[src/design/csp_pkg.sv]
// Shared types and constants for the byte stack with rotate.
package csp_pkg;

   localparam int RESULT_LIMIT = 64;
   localparam int OCC_W        = 7;
   localparam int CAP_W        = 7;
   localparam int BYTE_W       = 8;
   localparam int CSR_ADDR_W   = 3;
   localparam int CSR_DATA_W   = 32;

   localparam logic [CAP_W-1:0] CAP_RESET = 7'd64;

   // word-address bit of the register file; capacity is the only register
   localparam logic REG_CAPACITY = 1'b0;

   // request codes
   localparam logic [2:0] OP_PUSH  = 3'd0;
   localparam logic [2:0] OP_POP   = 3'd1;
   localparam logic [2:0] OP_PEEK  = 3'd2;
   localparam logic [2:0] OP_DUP   = 3'd3;
   localparam logic [2:0] OP_ROTUP = 3'd4;
   localparam logic [2:0] OP_ROTDN = 3'd5;
   localparam logic [2:0] OP_PRINT = 3'd6;

   // status codes
   localparam logic [1:0] ST_OK    = 2'd0;
   localparam logic [1:0] ST_FULL  = 2'd1;
   localparam logic [1:0] ST_EMPTY = 2'd2;
   localparam logic [1:0] ST_NOOP  = 2'd3;

   typedef struct packed {
      logic [2:0]        req_type;
      logic [BYTE_W-1:0] push_value;
      logic [6:0]        rotate_count;
   } request_type;

   typedef struct packed {
      logic [1:0]        status;
      logic [BYTE_W-1:0] element;
      logic              element_valid;
      logic              last;
   } response_type;

endpackage

[src/design/char_stack_with_rotate_core.sv]
// Bounded byte stack with dup, two rotations and print, run by a small sequencer.
//
//   channel   direction  handshake              payload
//   req       in         req_valid / req_stall  csp_pkg::request_type
//   rsp       out        rsp_valid / rsp_stall  csp_pkg::response_type
//   csr       in/out     psel/penable/pready    capacity at byte address 0
//
// Push and pop finish in idle, peek and dup read the top byte first, a
// rotation saves the wrap byte, shifts the rest, writes it back, and print
// reads bytewise, as the single registered read port moves one byte per cycle.
// Reset empties the stack and sets capacity to 64; memory contents are not
// cleared. A new request is taken only while the sequencer is idle and the
// result register is empty or being taken; rsp_stall pauses print per byte.
module char_stack_with_rotate_core #(
   parameter int DEPTH = 64
) (
   input  logic                           clock,
   input  logic                           reset,
   input  logic                           req_valid,
   output logic                           req_stall,
   input  csp_pkg::request_type           req_data,
   output logic                           rsp_valid,
   input  logic                           rsp_stall,
   output csp_pkg::response_type          rsp_data,
   input  logic                           psel,
   input  logic                           penable,
   input  logic                           pwrite,
   input  logic [csp_pkg::CSR_ADDR_W-1:0] paddr,
   input  logic [csp_pkg::CSR_DATA_W-1:0] pwdata,
   output logic [csp_pkg::CSR_DATA_W-1:0] prdata,
   output logic                           pready
);

   localparam int STORE_DEPTH = (DEPTH < csp_pkg::RESULT_LIMIT) ? DEPTH : csp_pkg::RESULT_LIMIT;
   localparam int ADDR_W      = $clog2(STORE_DEPTH);
   localparam logic [csp_pkg::OCC_W-1:0] STORE_MAX = csp_pkg::OCC_W'(STORE_DEPTH);

   localparam logic [2:0] S_IDLE  = 3'd0;
   localparam logic [2:0] S_PEEK  = 3'd1;
   localparam logic [2:0] S_DUP   = 3'd2;
   localparam logic [2:0] S_SAVE  = 3'd3;
   localparam logic [2:0] S_MOVE  = 3'd4;
   localparam logic [2:0] S_FIN   = 3'd5;
   localparam logic [2:0] S_PRINT = 3'd6;

   logic [2:0]                   state_ff, state_in;
   logic [csp_pkg::OCC_W-1:0]    occ_ff, occ_in;
   logic [csp_pkg::CAP_W-1:0]    cap_ff, cap_in;
   logic [ADDR_W-1:0]            src_ff, src_in;
   logic [ADDR_W-1:0]            dst_ff, dst_in;
   logic [ADDR_W-1:0]            end_ff, end_in;
   logic                         down_ff, down_in;
   logic [csp_pkg::BYTE_W-1:0]   tmp_ff, tmp_in;
   logic                         rsp_valid_ff, rsp_valid_in;
   csp_pkg::response_type        rsp_data_ff, rsp_data_in;

   logic                         ram_we, ram_re;
   logic [ADDR_W-1:0]            ram_waddr, ram_raddr;
   logic [csp_pkg::BYTE_W-1:0]   ram_wdata, ram_rdata;

   logic                         out_free, accept, csr_write;
   logic [csp_pkg::OCC_W-1:0]    lim, occ_m1, lo_full;
   logic [ADDR_W-1:0]            src_step;
   logic                         empty, full;

   csp_stack_ram #(
      .ENTRIES (STORE_DEPTH),
      .ADDR_W  (ADDR_W)
   ) u_ram (
      .clock   (clock),
      .wr_en   (ram_we),
      .wr_addr (ram_waddr),
      .wr_data (ram_wdata),
      .rd_en   (ram_re),
      .rd_addr (ram_raddr),
      .rd_data (ram_rdata)
   );

   assign pready    = 1'b1;
   assign csr_write = psel && penable && pwrite && (paddr[2] == csp_pkg::REG_CAPACITY);
   assign prdata    = (paddr[2] == csp_pkg::REG_CAPACITY) ?
                      {{(csp_pkg::CSR_DATA_W-csp_pkg::CAP_W){1'b0}}, cap_ff} : '0;
   assign cap_in    = csr_write ? pwdata[csp_pkg::CAP_W-1:0] : cap_ff;

   assign lim     = (cap_ff > STORE_MAX) ? STORE_MAX : cap_ff;
   assign occ_m1  = occ_ff - 1'b1;
   assign lo_full = occ_ff - req_data.rotate_count;
   assign empty   = (occ_ff == '0);
   assign full    = (occ_ff >= lim);

   // shared index step: down_ff walks toward the top, else toward the bottom
   assign src_step = down_ff ? src_ff + 1'b1 : src_ff - 1'b1;

   assign out_free  = !rsp_valid_ff || !rsp_stall;
   assign req_stall = !((state_ff == S_IDLE) && out_free);
   assign accept    = req_valid && !req_stall;
   assign rsp_valid = rsp_valid_ff;
   assign rsp_data  = rsp_data_ff;

   always_comb begin
      state_in     = state_ff;
      occ_in       = occ_ff;
      src_in       = src_ff;
      dst_in       = dst_ff;
      end_in       = end_ff;
      down_in      = down_ff;
      tmp_in       = tmp_ff;
      rsp_valid_in = rsp_valid_ff && rsp_stall;
      rsp_data_in  = rsp_data_ff;
      ram_we       = 1'b0;
      ram_waddr    = src_ff;
      ram_wdata    = ram_rdata;
      ram_re       = 1'b0;
      ram_raddr    = src_step;

      case (state_ff)
         S_IDLE: begin
            if (accept) begin
               rsp_data_in.status        = csp_pkg::ST_OK;
               rsp_data_in.element       = '0;
               rsp_data_in.element_valid = 1'b0;
               rsp_data_in.last          = 1'b1;
               rsp_valid_in              = 1'b1;
               case (req_data.req_type)
                  csp_pkg::OP_PUSH: begin
                     if (full) begin
                        rsp_data_in.status = csp_pkg::ST_FULL;
                     end else begin
                        ram_we    = 1'b1;
                        ram_waddr = occ_ff[ADDR_W-1:0];
                        ram_wdata = req_data.push_value;
                        occ_in    = occ_ff + 1'b1;
                     end
                  end
                  csp_pkg::OP_POP: begin
                     if (empty) begin
                        rsp_data_in.status = csp_pkg::ST_EMPTY;
                     end else begin
                        occ_in = occ_m1;
                     end
                  end
                  csp_pkg::OP_PEEK: begin
                     if (empty) begin
                        rsp_data_in.status = csp_pkg::ST_EMPTY;
                     end else begin
                        rsp_valid_in = 1'b0;
                        ram_re       = 1'b1;
                        ram_raddr    = occ_m1[ADDR_W-1:0];
                        state_in     = S_PEEK;
                     end
                  end
                  csp_pkg::OP_DUP: begin
                     if (empty) begin
                        rsp_data_in.status = csp_pkg::ST_EMPTY;
                     end else if (full) begin
                        rsp_data_in.status = csp_pkg::ST_FULL;
                     end else begin
                        rsp_valid_in = 1'b0;
                        ram_re       = 1'b1;
                        ram_raddr    = occ_m1[ADDR_W-1:0];
                        state_in     = S_DUP;
                     end
                  end
                  csp_pkg::OP_ROTUP: begin
                     if (req_data.rotate_count > occ_ff) begin
                        rsp_data_in.status = csp_pkg::ST_NOOP;
                     end else if (req_data.rotate_count >= 7'd2) begin
                        rsp_valid_in = 1'b0;
                        ram_re       = 1'b1;
                        ram_raddr    = occ_m1[ADDR_W-1:0];
                        src_in       = occ_m1[ADDR_W-1:0];
                        end_in       = lo_full[ADDR_W-1:0];
                        down_in      = 1'b0;
                        state_in     = S_SAVE;
                     end
                  end
                  csp_pkg::OP_ROTDN: begin
                     if (req_data.rotate_count > occ_ff || req_data.rotate_count < 7'd2) begin
                        rsp_data_in.status = csp_pkg::ST_NOOP;
                     end else begin
                        rsp_valid_in = 1'b0;
                        ram_re       = 1'b1;
                        ram_raddr    = lo_full[ADDR_W-1:0];
                        src_in       = lo_full[ADDR_W-1:0];
                        end_in       = occ_m1[ADDR_W-1:0];
                        down_in      = 1'b1;
                        state_in     = S_SAVE;
                     end
                  end
                  csp_pkg::OP_PRINT: begin
                     if (!empty) begin
                        rsp_valid_in = 1'b0;
                        ram_re       = 1'b1;
                        ram_raddr    = occ_m1[ADDR_W-1:0];
                        src_in       = occ_m1[ADDR_W-1:0];
                        end_in       = '0;
                        down_in      = 1'b0;
                        state_in     = S_PRINT;
                     end
                  end
                  default: begin
                  end
               endcase
            end
         end
         S_PEEK: begin
            if (out_free) begin
               rsp_valid_in              = 1'b1;
               rsp_data_in.status        = csp_pkg::ST_OK;
               rsp_data_in.element       = ram_rdata;
               rsp_data_in.element_valid = 1'b1;
               rsp_data_in.last          = 1'b1;
               state_in                  = S_IDLE;
            end
         end
         S_DUP: begin
            if (out_free) begin
               ram_we                    = 1'b1;
               ram_waddr                 = occ_ff[ADDR_W-1:0];
               ram_wdata                 = ram_rdata;
               occ_in                    = occ_ff + 1'b1;
               rsp_valid_in              = 1'b1;
               rsp_data_in.status        = csp_pkg::ST_OK;
               rsp_data_in.element       = '0;
               rsp_data_in.element_valid = 1'b0;
               rsp_data_in.last          = 1'b1;
               state_in                  = S_IDLE;
            end
         end
         S_SAVE: begin
            // hold the byte that wraps around, start fetching the next source
            tmp_in   = ram_rdata;
            dst_in   = src_ff;
            src_in   = src_step;
            ram_re   = 1'b1;
            ram_raddr = src_step;
            state_in = S_MOVE;
         end
         S_MOVE: begin
            ram_we    = 1'b1;
            ram_waddr = dst_ff;
            ram_wdata = ram_rdata;
            if (src_ff == end_ff) begin
               state_in = S_FIN;
            end else begin
               dst_in    = src_ff;
               src_in    = src_step;
               ram_re    = 1'b1;
               ram_raddr = src_step;
            end
         end
         S_FIN: begin
            if (out_free) begin
               ram_we                    = 1'b1;
               ram_waddr                 = src_ff;
               ram_wdata                 = tmp_ff;
               rsp_valid_in              = 1'b1;
               rsp_data_in.status        = csp_pkg::ST_OK;
               rsp_data_in.element       = '0;
               rsp_data_in.element_valid = 1'b0;
               rsp_data_in.last          = 1'b1;
               state_in                  = S_IDLE;
            end
         end
         S_PRINT: begin
            if (out_free) begin
               rsp_valid_in              = 1'b1;
               rsp_data_in.status        = csp_pkg::ST_OK;
               rsp_data_in.element       = ram_rdata;
               rsp_data_in.element_valid = 1'b1;
               rsp_data_in.last          = (src_ff == end_ff);
               if (src_ff == end_ff) begin
                  state_in = S_IDLE;
               end else begin
                  src_in    = src_step;
                  ram_re    = 1'b1;
                  ram_raddr = src_step;
               end
            end
         end
         default: begin
            state_in = S_IDLE;
         end
      endcase
   end

   always_ff @(posedge clock) begin
      if (reset) begin
         state_ff     <= S_IDLE;
         occ_ff       <= '0;
         cap_ff       <= csp_pkg::CAP_RESET;
         rsp_valid_ff <= 1'b0;
      end else begin
         state_ff     <= state_in;
         occ_ff       <= occ_in;
         cap_ff       <= cap_in;
         rsp_valid_ff <= rsp_valid_in;
      end
      src_ff      <= src_in;
      dst_ff      <= dst_in;
      end_ff      <= end_in;
      down_ff     <= down_in;
      tmp_ff      <= tmp_in;
      rsp_data_ff <= rsp_data_in;
   end

endmodule

[src/design/csp_stack_ram.sv]
// Stack storage: one write port, one read port with registered read data.
module csp_stack_ram #(
   parameter int ENTRIES = 64,
   parameter int ADDR_W  = 6
) (
   input  logic                       clock,
   input  logic                       wr_en,
   input  logic [ADDR_W-1:0]          wr_addr,
   input  logic [csp_pkg::BYTE_W-1:0] wr_data,
   input  logic                       rd_en,
   input  logic [ADDR_W-1:0]          rd_addr,
   output logic [csp_pkg::BYTE_W-1:0] rd_data
);

   logic [csp_pkg::BYTE_W-1:0] mem_ff [ENTRIES];
   logic [csp_pkg::BYTE_W-1:0] rd_data_ff;

   always_ff @(posedge clock) begin
      if (wr_en) begin
         mem_ff[wr_addr] <= wr_data;
      end
      if (rd_en) begin
         rd_data_ff <= mem_ff[rd_addr];
      end
   end

   assign rd_data = rd_data_ff;

endmodule
[config.mk]
export PLATFORM = sky130hd
export DESIGN_NAME = char_stack_with_rotate_core
export DESIGN_NICKNAME = d
export VERILOG_FILES = /design/src/design/csp_pkg.sv /design/src/design/char_stack_with_rotate_core.sv /design/src/design/csp_stack_ram.sv
export SDC_FILE = /design/constraint.sdc
export NUM_CORES = 1
export LEC_CHECK = 0
export BUFFER_PORTS_ARGS = -buffer_cell sky130_fd_sc_hd__buf_2
export CORE_AREA = 2 2 199 201
export CTS_CLUSTER_SIZE = 24
export DETAILED_ROUTE_END_ITERATION = 8
export DIE_AREA = 0 0 201 203
export GPL_ROUTABILITY_DRIVEN = 0
export PLACE_DENSITY = 0.93
export SYNTH_ARGS = -nofsm -noshare
export SYNTH_HDL_FRONTEND = slang
export SYNTH_HIERARCHICAL = 1
export SYNTH_SLANG_ARGS = --single-unit
[constraint.sdc]
create_clock -name clock -period 8.8 [get_ports clock]
set_input_delay 0 -clock clock [delete_from_list [all_inputs] [get_ports clock]]
set_output_delay 0 -clock clock [all_outputs]
set_load 0.01 [all_outputs]
---- Yosys cells after proc, flatten, opt, wreduce, memory -nomap -nowiden ----
Memories as Yosys holds them, arrays and structs flattened. A register that Yosys moved wholly into a read port is not among the register bits.
Index checks and enable logic that the tools add are counted.
storage, ports and cells
  output and inout port bits .............. 47
  word-level logic and storage cells ...... 194
  bits in registers ....................... 57
  memory bits (writable) .................. 512
  memories kept ........................... 1
  bits of input ports ..................... 60
memory list
  name          words  bits a word  read ports  clocked after memory_dff  wr ports  RTL line             RTL
  u_ram.mem_ff  64     8            1           1                         1         csp_stack_ram.sv:15  logic [csp_pkg::BYTE_W-1:0] mem_ff [ENTRIES];
cells by class
  order comparisons ....................... 5
  bitwise logic cells ..................... 1
  multiplexer cells ....................... 101
  equal/unequal tests ..................... 38
  add/sub/neg operators ................... 5
  reduce and logical (&&, ||, !) cells .... 30
operators by type and width
  kind                                                                   count
  6-bit 2-to-1 mux                                                       25
  6-bit case mux with 3 select lines                                     3
  12-bit 2-to-1 mux                                                      4
  12-bit case mux with 4 select lines                                    1
  6-bit case mux with 4 select lines                                     2
  7-bit 2-to-1 mux                                                       6
  3-bit 2-to-1 mux                                                       12
  8-bit 2-to-1 mux                                                       4
  3-bit case mux with 5 select lines                                     2
  7-bit case mux with 2 select lines                                     2
  1-bit 2-to-1 mux                                                       27
  3-bit != test, second input constant                                   9
  2-bit != test, second input constant                                   11
  3-bit equality test, second input constant                             6
  8-bit case mux with 2 select lines                                     1
  13-bit AND reduction                                                   1
  3-bit by 2-bit equality test with 1-bit output, second input constant  4
  1-bit case mux with 4 select lines                                     3
  6-bit case mux with 2 select lines                                     1
  2-bit case mux with 5 select lines                                     1
  2-bit 2-to-1 mux                                                       4
  8-bit AND reduction                                                    1
  4-bit nonzero test                                                     2
  7-bit by 1-bit adder with 7-bit output, second input constant          1
  other kinds (32)                                                       47

---- Logic depth before layout (Yosys ltp) ----
Gate-level depths: netlist of run 1.
  depth after elaboration ................. 9
  mapped depth ............................ 18
  gate-level depth less buffers ........... 14

---- Cells and area by module ----
Netlist of run 1, hierarchy kept.
by module, submodules not included
  module                       seq. area each (µm²)  times used  cells each  area each (µm²)
  csp_stack_ram                15615.0               1           972         20270.7
  char_stack_with_rotate_core  1531.5                1           532         4551.9

---- Least setup slack after synthesis of run 1 ----
Ideal clock, no wire load.
  kind .................................... register to register
  start point ............................. register occ_ff[5] (netlist name)
  end point ............................... register u_ram.rd_data_ff, in the netlist u_ram/rd_data[7] (read register of u_ram.mem_ff) (data pin)
  slack ................................... 4859 ps
  data arrival time ....................... 3671 ps
  cell stages (with the launch flop) ...... 16
  path through ............................ dfxtp_1 > buf_2 > inv_1 > ha_1 > and4_1 > a21boi_1 > o31ai_2 > nand3_1 > a21o_1 > o221ai_1 > buf_6 > buf_6 > mux4_2 > mux4_2 > o2111ai_1 > o41ai_1
on the way
  longest elaborated chain between the ends .. 6
  elaborated cells between the ends (all ways) .. 23
  classes of those cells .................. add/sub: 2; order compare: 2; mux: 17; reduce/logical: 2
ends and longest elaborated chain
  element                                                    RTL line                                                                                                   RTL
  start, declared                                            char_stack_with_rotate_core.sv:47                                                                          logic [csp_pkg::OCC_W-1:0] occ_ff, occ_in;
  start signal, assigned                                     char_stack_with_rotate_core.sv:295                                                                         occ_ff <= occ_in;
  7-bit >= comparator or 7-bit > comparator (tied branches)  char_stack_with_rotate_core.sv:89, char_stack_with_rotate_core.sv:165, char_stack_with_rotate_core.sv:178
  6-bit 2-to-1 mux or 1-bit logical OR (tied branches)       char_stack_with_rotate_core.sv:155, char_stack_with_rotate_core.sv:178
  6-bit 2-to-1 mux, on equally long branches                 char_stack_with_rotate_core.sv:153, char_stack_with_rotate_core.sv:178
  6-bit case mux with 4 select lines (*)                     char_stack_with_rotate_core.sv:124                                                                         case (req_data.req_type)
  6-bit 2-to-1 mux (*)                                       char_stack_with_rotate_core.sv:118                                                                         if (accept) begin
  6-bit 2-to-1 mux (*)                                       --
  net ram_raddr[0]                                           char_stack_with_rotate_core.sv:58                                                                          logic [ADDR_W-1:0] ram_waddr, ram_raddr;
  end, declared                                              csp_stack_ram.sv:16                                                                                        logic [csp_pkg::BYTE_W-1:0] rd_data_ff;
The timed path passes the listed nets; every way through them passes the cells marked *.
A chain may end at the register's enable or synchronous reset.

---- Worst setup path in the final report of run 1 ----
  start point ............................. register occ_ff[5] (netlist name)
  end point ............................... register u_ram.rd_data_ff, in the netlist u_ram/rd_data[5] (read register of u_ram.mem_ff) (data pin)
The elaborated chain is that of the path after synthesis.

==> summary.md, run 1 <==
| Metric | Value |
|---|---|
| # setup viols final | 0 |
| Failing checks | design-rule violations |
| Worst skew pair latency | about 0.64 ns |
| Syn_area_per_cell | roughly 17 um^2 |
| Worst path arrival time | 6.02 ns |
| Initial core utilization | between 60% and 70% |
| Clk pwr share | between 30% and 40% |
| Num rows | 72 |
| Share of post-route cells with drive strength above 1 | 18.9% |
| Crit path capture type | register |
| Pwr/cell area | 249 nW/um^2 |
| Final wirelength | 74.7 mm |
| Pre-CTS WS | 3.43 ns |
| DR iter-0 viols | 3,244 |
| Drt pass-1 iters | 9 |
| Period minus WS final | 5.71 ns |
| Final Core Density | a little under three quarters |
| Commonest cells after routing, fill and taps aside | 559 x edfxtp_1, 139 x nor2_1, 124 x mux4_2 |
| Vias in the first global route | around 16,000 |
| H-tree level count | 2 |
| Worst Hold Class | in2reg |
| Worst-path fanout max | between 100 and 150 |
| Core area | 38,500 um^2 |
| Hold Fails Final Rpt | 0 |
| CP Launch Type | register |
| Synthesized cell area | approximately 25,000 um^2 |
| Worst EP required | just over 9 ns |
| Crit path kind | reg2reg |
| Clk sink count | roughly 580 |
| GR Overflow Total | 0 |
| Worst reg2reg path depth | 14 |
| Largest net degree at the start of global routing | roughly 110 |
| Cell leakage power | 8.91 nW |
| Die height | roughly 200 um |
| Post-route setup TNS | 0 ns |
| Switching Fraction | ~28% |
| Number of remaining DRC errors | 40 |
| Hold Slack | around 0.066 ns |
| Final Cycle Share | about two thirds |
| Status | finished, violations left |
| TritonCTS Buffers | between 50 and 60 |
| Hold Path Stages | 3 |
| Synthesis-to-layout area growth | 10.3% |
| Top FF cell, synth | edfxtp_1 |
| Yosys warns | 6 |
| Final worst clock skew | 0.0689 ns |
| Psw | around 0.0019 W |
| CP peak stage delay | ~0.65 ns |
| Max-slew violation count | 0 |
| Max VDD drop | 164 uV |
| Post-CTS setup buffer count | 0 |
| Routed Antenna Nets | 0 |
| Slew HR | roughly 6.0% |
| Peak Freq | approximately 180 MHz |
| Post-synth EDFFs | between 500 and 600 |
| RSZ-0062 raised after global routing | false |
| R2R Setup Slk | just over 3 ns |
| Clk slew on worst S/H paths | about 0.07 ns |
| Estimated wirelength of the detail-placed design | approximately 37 mm |
| CTS tree | done |
| Internal power | slightly below 0.005 W |
| Clock Tree Buf Depth | 3 |
| Logic gate share of total power | 17.3% |
| Slowest cell on crit path | buf_12 |
| Root Driver | clkbuf_16 |
| Global-route wire length before repair | roughly 110 mm |
| Die ar. | ~41,000 um^2 |
| Post-route setup slack | just over 3 ns |
| Via Count | 16,400 |
| Horiz. Die Dim | between 200 and 250 um |
| Flop pwr share | about 46% |
| I/O Pins | 107 |
| Wire per inst | between 30 and 40 um |
| Worst Tran Pin Value | around 1.4 ns |
| Top cell by count, worst path | nand3_1 |
| Post-synth ARST share | 0% |
| Register area share after synthesis | 69.1% |
| Register bit total from synthesis | around 580 |
| Final nets | approximately 1,600 |
| Synth unique cells | between 80 and 90 |
| Via density | around 7.7 |
| Port Buffer Count | 53 |
| Commonest non-fill, non-tap cell in the layout | edfxtp_1 |
| Fillcell total | just over 2,000 |
| Max cap viols | 0 |
| Initial antenna violation count | 3 |
| GRT Overall Usage | a little under two fifths |
| Cells after synthesis | about 1,500 |
| CP cell instances | inv_1, ha_1, and4_1, a21boi_1, o31ai_2, nand3_1, a21o_1, o221ai_4, buf_12, mux4_2, o22ai_1, nor2_1, o21ai_0, nand3_1 |
area by class of cell:
cell class                 instances  area, um^2  area share, %
multi-input combinational        817        7080           25.9
tap                              518         648           2.37
clock buffer                      66        1390           5.06
antenna                            1        2.50        0.00914
sequential                       577       17100           62.6
inverter                          28         105          0.384
timing repair buffer              83         576           2.10
clock inverter                    32         427           1.56
logic make-up (layout without fill, tap and decap cells):
family,Yosys count,after routing,share of synthesized area [%]
compound gates,227,227,6.37
xor+xnor,17,17,0.600
fa+ha+maj,28,28,1.47
buf+inv,134,209,2.96
flops,577,577,69.1
mux,152,152,12.4
other cells,2,27,0.0303
simple gates,367,367,7.10
critical path: cells and delay by family, from the launching register on:
kind            cells  cell delay (ns)
mux                 1             0.60
fa+ha+maj           1             0.35
buf+inv             2             0.74
simple gates        4             0.89
flops               1             0.60
compound gates      6             2.15
cell usage after synthesis (all sizes together), types with 8 or more instances:
library cell	number	area, um^2
o211ai	11	82.6
a21oi	48	255
nor2b	22	138
nor3	17	95.1
mux4	124	2790
nand3	28	140
nand2b	14	87.6
and2	10	62.6
or4	8	63.8
a22oi	19	143
edfxtp	559	16800
or2	10	62.6
clkbuf	35	131
dfxtp	18	360
a221oi	8	70.1
inv	26	97.6
nor2	142	551
a21o	13	98.9
nand2	75	282
nand3b	8	60.1
a31oi	9	56.3
mux2i	27	270
buf	71	499
ha	26	325
o221ai	9	78.8
o21ai	29	145
xnor2	10	87.6
nand4	9	56.3
o31ai	9	72.6
a211oi	9	67.6
o22ai	26	163
metal layers:
layer	global-route usage [%]	up-vias	routed length, um
li1	-	6032	-
met1	44.0	7791	22200
met2	57.8	1943	34100
met3	12.2	604	11400
met4	25.0	4	6970
met5	0	-	34
power groups by stage:
stage                     clock [W]  sequential, W  combinational, W
after floorplan                   0        0.00320          0.000720
after global placement            0        0.00321          0.000966
after detailed placement          0        0.00321           0.00103
after CTS                   0.00244        0.00316           0.00108
after global routing        0.00255        0.00316           0.00119
final                       0.00247        0.00316           0.00118
worst paths after layout:
| check | startpoint | to |
|---|---|---|
| min reg2reg | u_ram/rd_data[5] | tmp_ff[5] |
| min | req_data[8] | u_ram/mem_ff[6][1] |
| max reg2reg | occ_ff[5] | u_ram/rd_data[5] |
| max | occ_ff[5] | u_ram/rd_data[5] |
flip-flops by register name, indices dropped and copies added, names as in the netlist:
name           flops
state_ff           3
tmp_ff             8
rsp_valid          1
down_ff            1
dst_ff             6
u_ram/mem_ff     512
occ_ff             7
src_ff             6
rsp_data          12
end_ff             6
cap_ff             7
u_ram/rd_data      8
metrics by stage:
step | power, W | instances | instance area, um^2
finish | 0.00680 | 2122 | 27400
global route | 0.00690 | 2121 | 27400
CTS | 0.00667 | 2120 | 27300
detailed placement | 0.00424 | 2003 | 25300
global placement | 0.00417 | 2003 | 25300
floorplan | 0.00392 | 1528 | 24900
repair_timing:
action                    CTS  global route
gates resized for setup     0             0
hold endpoints to repair   24             0
hold buffers               19             0
Note: power is estimated with default switching activity, not from simulation.
==> run 2, diff against run 1 <==
Settings changed: ABC_AREA from default to 1, CORE_AREA 2 2 199 201 to 2 2 208 210, DIE_AREA 0 0 201 203 to 0 0 210 212, PLACE_DENSITY 0.93 to 0.89.
Clock period 8.8 ns to 5.6 ns, I/O delays scaled along.
==> run 2 against run 1 <==
Effect of this change: the run now ends clean; sequential share of layout area decreased by 1.6 points; routed wire length decreased by 15%; register-to-register slack got worse by 2.5 ns; cell area increased by 2.7%; critical path type unchanged; highest routed layer is now met4.
==> summary.md, run 2 <==
| Metric | Value |
|---|---|
| Largest net degree at the start of global routing | 257 (+130%) |
| Non-Filler Instances | 3,045 (+43%) |
| Synth top area cells | edfxtp_1 65%, nand2_1 12%, nand3_1 8.8% |
| Die height | 212 um (+4.4%) |
| Estimated wirelength of the detail-placed design | 36.1 mm (-2.3%) |
| Wire per inst | 20.8 um (-41%) |
| Synth Area in XOR/XNOR | 0.405% (-0.19 points) |
| GR Overflow Total | 0 (unchanged) |
| Placed cells | 2,934 (+46%) |
| Die ar. | 44,500 um^2 (+9.1%) |
| Commonest cells after routing, fill and taps aside | 797 x nand2_1, 559 x edfxtp_1, 456 x nand3_1 |
| Pre-CTS WS | 1.02 ns (-2.41 ns) |
| Register area share after synthesis | 66.1% (-3.0 points) |
| Final worst clock skew | 0.0174 ns (-0.0515 ns) |
| Via density | 6.27 (-19%) |
| I/O Pins | 107 (unchanged) |
| # setup viols final | 0 (unchanged) |
| Cells after synthesis | 2,433 (+62%) |
| Via Count | 19,100 (+17%) |
| Number of remaining DRC errors | 0 (-100%) |
| Clk slew on worst S/H paths | 0.07 ns (about the same) |
| Status | complete, no violations |
| RSZ-0062 raised after global routing | false |
| CTS tree | done |
| List of most frequent post-synthesis cells | 800 x nand2_1, 559 x edfxtp_1, 456 x nand3_1 |
| Met3 usage | 5.48% (-6.8 points) |
| Register bit total from synthesis | 577 (unchanged) |
| M1 GR Usage | 35.9% (-8.1 points) |
| Largest family of logic cells by synthesized area | simple AND/OR/NAND/NOR gates |
| Share of post-route cells with drive strength above 1 | 8.08% (-11 points) |
| Hold Slack | 0.0462 ns (-0.0198 ns) |
| Hold Fails Final Rpt | 0 (unchanged) |
| Resized Gates After CTS | 0 (unchanged) |
| Max reg flops | 512 (unchanged) |
| Global-route wire length before repair | 98.3 mm (-9.8%) |
| Clk sink count | 577 (unchanged) |
| Post-synth EDFFs | 559 (unchanged) |
| Complex-gate fraction of the synthesized area | 3.17% (-3.2 points) |
| Routed Antenna Nets | 0 (unchanged) |
| Mux contribution to synthesized area | 0% (-12 points) |
| Post-CTS setup buffer count | 0 (unchanged) |
| Synth unique cells | 55 (-32%) |
| Slew HR | 23.3% (+17 points) |
| Final wirelength | 63.3 mm (-15%) |
| Max-slew violation count | 0 (unchanged) |
| Commonest non-fill, non-tap cell in the layout | nand2_1 |
| Port Buffer Count | 53 (unchanged) |
| Hold_buf cts | 16 (-3) |
| Drt pass-1 iters | 8 (-1) |
| Clock Tree Buf Depth | 3 (unchanged) |
| Top FF cell, synth | edfxtp_1 |
| Post-synth ARST share | 0% (unchanged) |
| Initial antenna violation count | 0 (-3) |
| Worst Hold Class | in2reg |
| Count leader, synth | nand2_1 |
| Period minus WS final | 4.99 ns (-0.721 ns) |
| Worst EP required | 5.81 ns (-3.30 ns) |
| Yosys warns | 6 (unchanged) |
| Post-route setup TNS | 0 ns (unchanged) |
| Max cap viols | 0 (unchanged) |
| CP Launch Type | register |
| Synthesis-to-layout area growth | 8.34% |
| TritonCTS Buffers | 54 (+1.9%) |
| Worst skew pair latency | 0.60 ns (-0.04 ns) |
| GRT Overall Usage | 28.5% (-8.4 points) |
| Synth area leader | edfxtp_1 |
| Initial core utilization | 61.0% (-3.5 points) |
| # diodes | 0 (-1) |
| Final nets | 2,548 (+55%) |
| Root Driver | clkbuf_16 |
| DR iter-0 viols | 2,903 (-11%) |
| Vias in the first global route | 18,600 (+15%) |
| Syn_area_per_cell | 10.7 um^2 (-35%) |
| Simple-gate portion of the synthesized area | 23.5% (+16 points) |
| Biggest register | u_ram/mem_ff |
| Met2 usage | 47.4% (-10 points) |
| Crit path kind | reg2reg |
| Gr busiest metal | met2 |
| Worst Tran Pin Value | 1.14 ns (-0.262 ns) |
| Top cell type's share of synthesized area | 64.7% (-2.9 points) |
| Core area | 42,500 um^2 (+10%) |
| H-tree level count | 2 (unchanged) |
| Horiz. Die Dim | 210 um (+4.5%) |
| Final Cycle Share | 89.1% (+24 points) |
| Synthesized cell area | 25,900 um^2 (+4.5%) |
| Crit path capture type | register |
| Peak Freq | 200 MHz (+14%) |
| Worst-path fanout max | 8 (-93%) |
| Num rows | 76 (+5.6%) |
| Post-Synth Adder-Cell Area | 1.41% (-0.063 points) |
| Post-route setup slack | 0.611 ns (-2.48 ns) |
| Worst path arrival time | 5.20 ns (-0.82 ns) |
## run 2: changes by cell type in the layout (fill, tap and decap cells not counted), moves of 10 or more
| cell | change |
|---|---|
| buf_4 | +12 |
| inv_1 | +72 |
| nor2_1 | -26 |
| a21o_1 | -11 |
| nand3_1 | +428 |
| o21ai_0 | +12 |
| inv_2 | +12 |
| nor2b_1 | -22 |
| nand2_1 | +730 |
| nand2b_1 | -14 |
| mux4_2 | -124 |
| and2_1 | -10 |
| o22ai_1 | -22 |
| mux2i_1 | -27 |
## run 2: per-layer routing
| layer | vias up | part of all wire (%) |
|---|---|---|
| met5 | - | 0 |
| met2 | 1453 | 48 |
| met3 | 316 | 12 |
| met1 | 8940 | 35 |
| li1 | 8383 | - |
| met4 | 0 | 5.4 |
## run 2: metrics by stage
step / util [%] / instance area [um^2]
5_1_grt: 66.1 / 28100
4_1_cts: 66.1 / 28100
6_report: 66.1 / 28100
2_1_floorplan: - / 26000
3_3_place_gp: 62.0 / 26300
3_5_place_dp: 62.0 / 26300
## run 2: cell type report
class | instances | area, um^2
well taps | 546 | 683
clock inverters | 26 | 176
multi-input cells | 1621 | 7580
flip-flops and latches | 577 | 17100
inverters | 113 | 433
clock buffers | 69 | 1430
fillers | 2755 | 14400
repair buffers | 93 | 656
## run 2: kinds of logic after synthesis
kind of cell | Yosys count
other cells | 2
buf+inv | 259
simple gates | 1420
compound gates | 135
fa+ha+maj | 28
flops | 577
xor+xnor | 12
## run 2: final timing paths
kind	startpoint	end	slack [ns]	depth (start not counted)
worst max register to register	cap_ff[3]	u_ram/mem_ff[31][5]	0.61	18
worst min-delay path	req_data[0]	end_ff[0]	0.05	4
worst min register to register	u_ram/rd_data[2]	tmp_ff[2]	0.45	0
worst max-delay path	cap_ff[3]	u_ram/mem_ff[31][5]	0.61	18
## run 2: critical path, stage by stage, from the launching register on
cell and delay, ns:
dfxtp_1 0.33, nor4_1 0.26, nand3_1 0.13, nand2_1 0.10, nand2_1 0.07, ha_1 0.30, a21oi_1 0.17, nand2_1 0.07
nand2_1 0.07, nand2_1 0.07, inv_1 0.08, nand2_2 0.12, o21ai_2 0.16, a22oi_1 0.12, o21ai_0 0.74, inv_1 0.22
nor3_1 0.34, nand2_1 0.45, nor2_1 0.79
Power of run 2 is not shown: default switching activity piles up to over one toggle a cycle in this logic, so the estimate is an artifact.
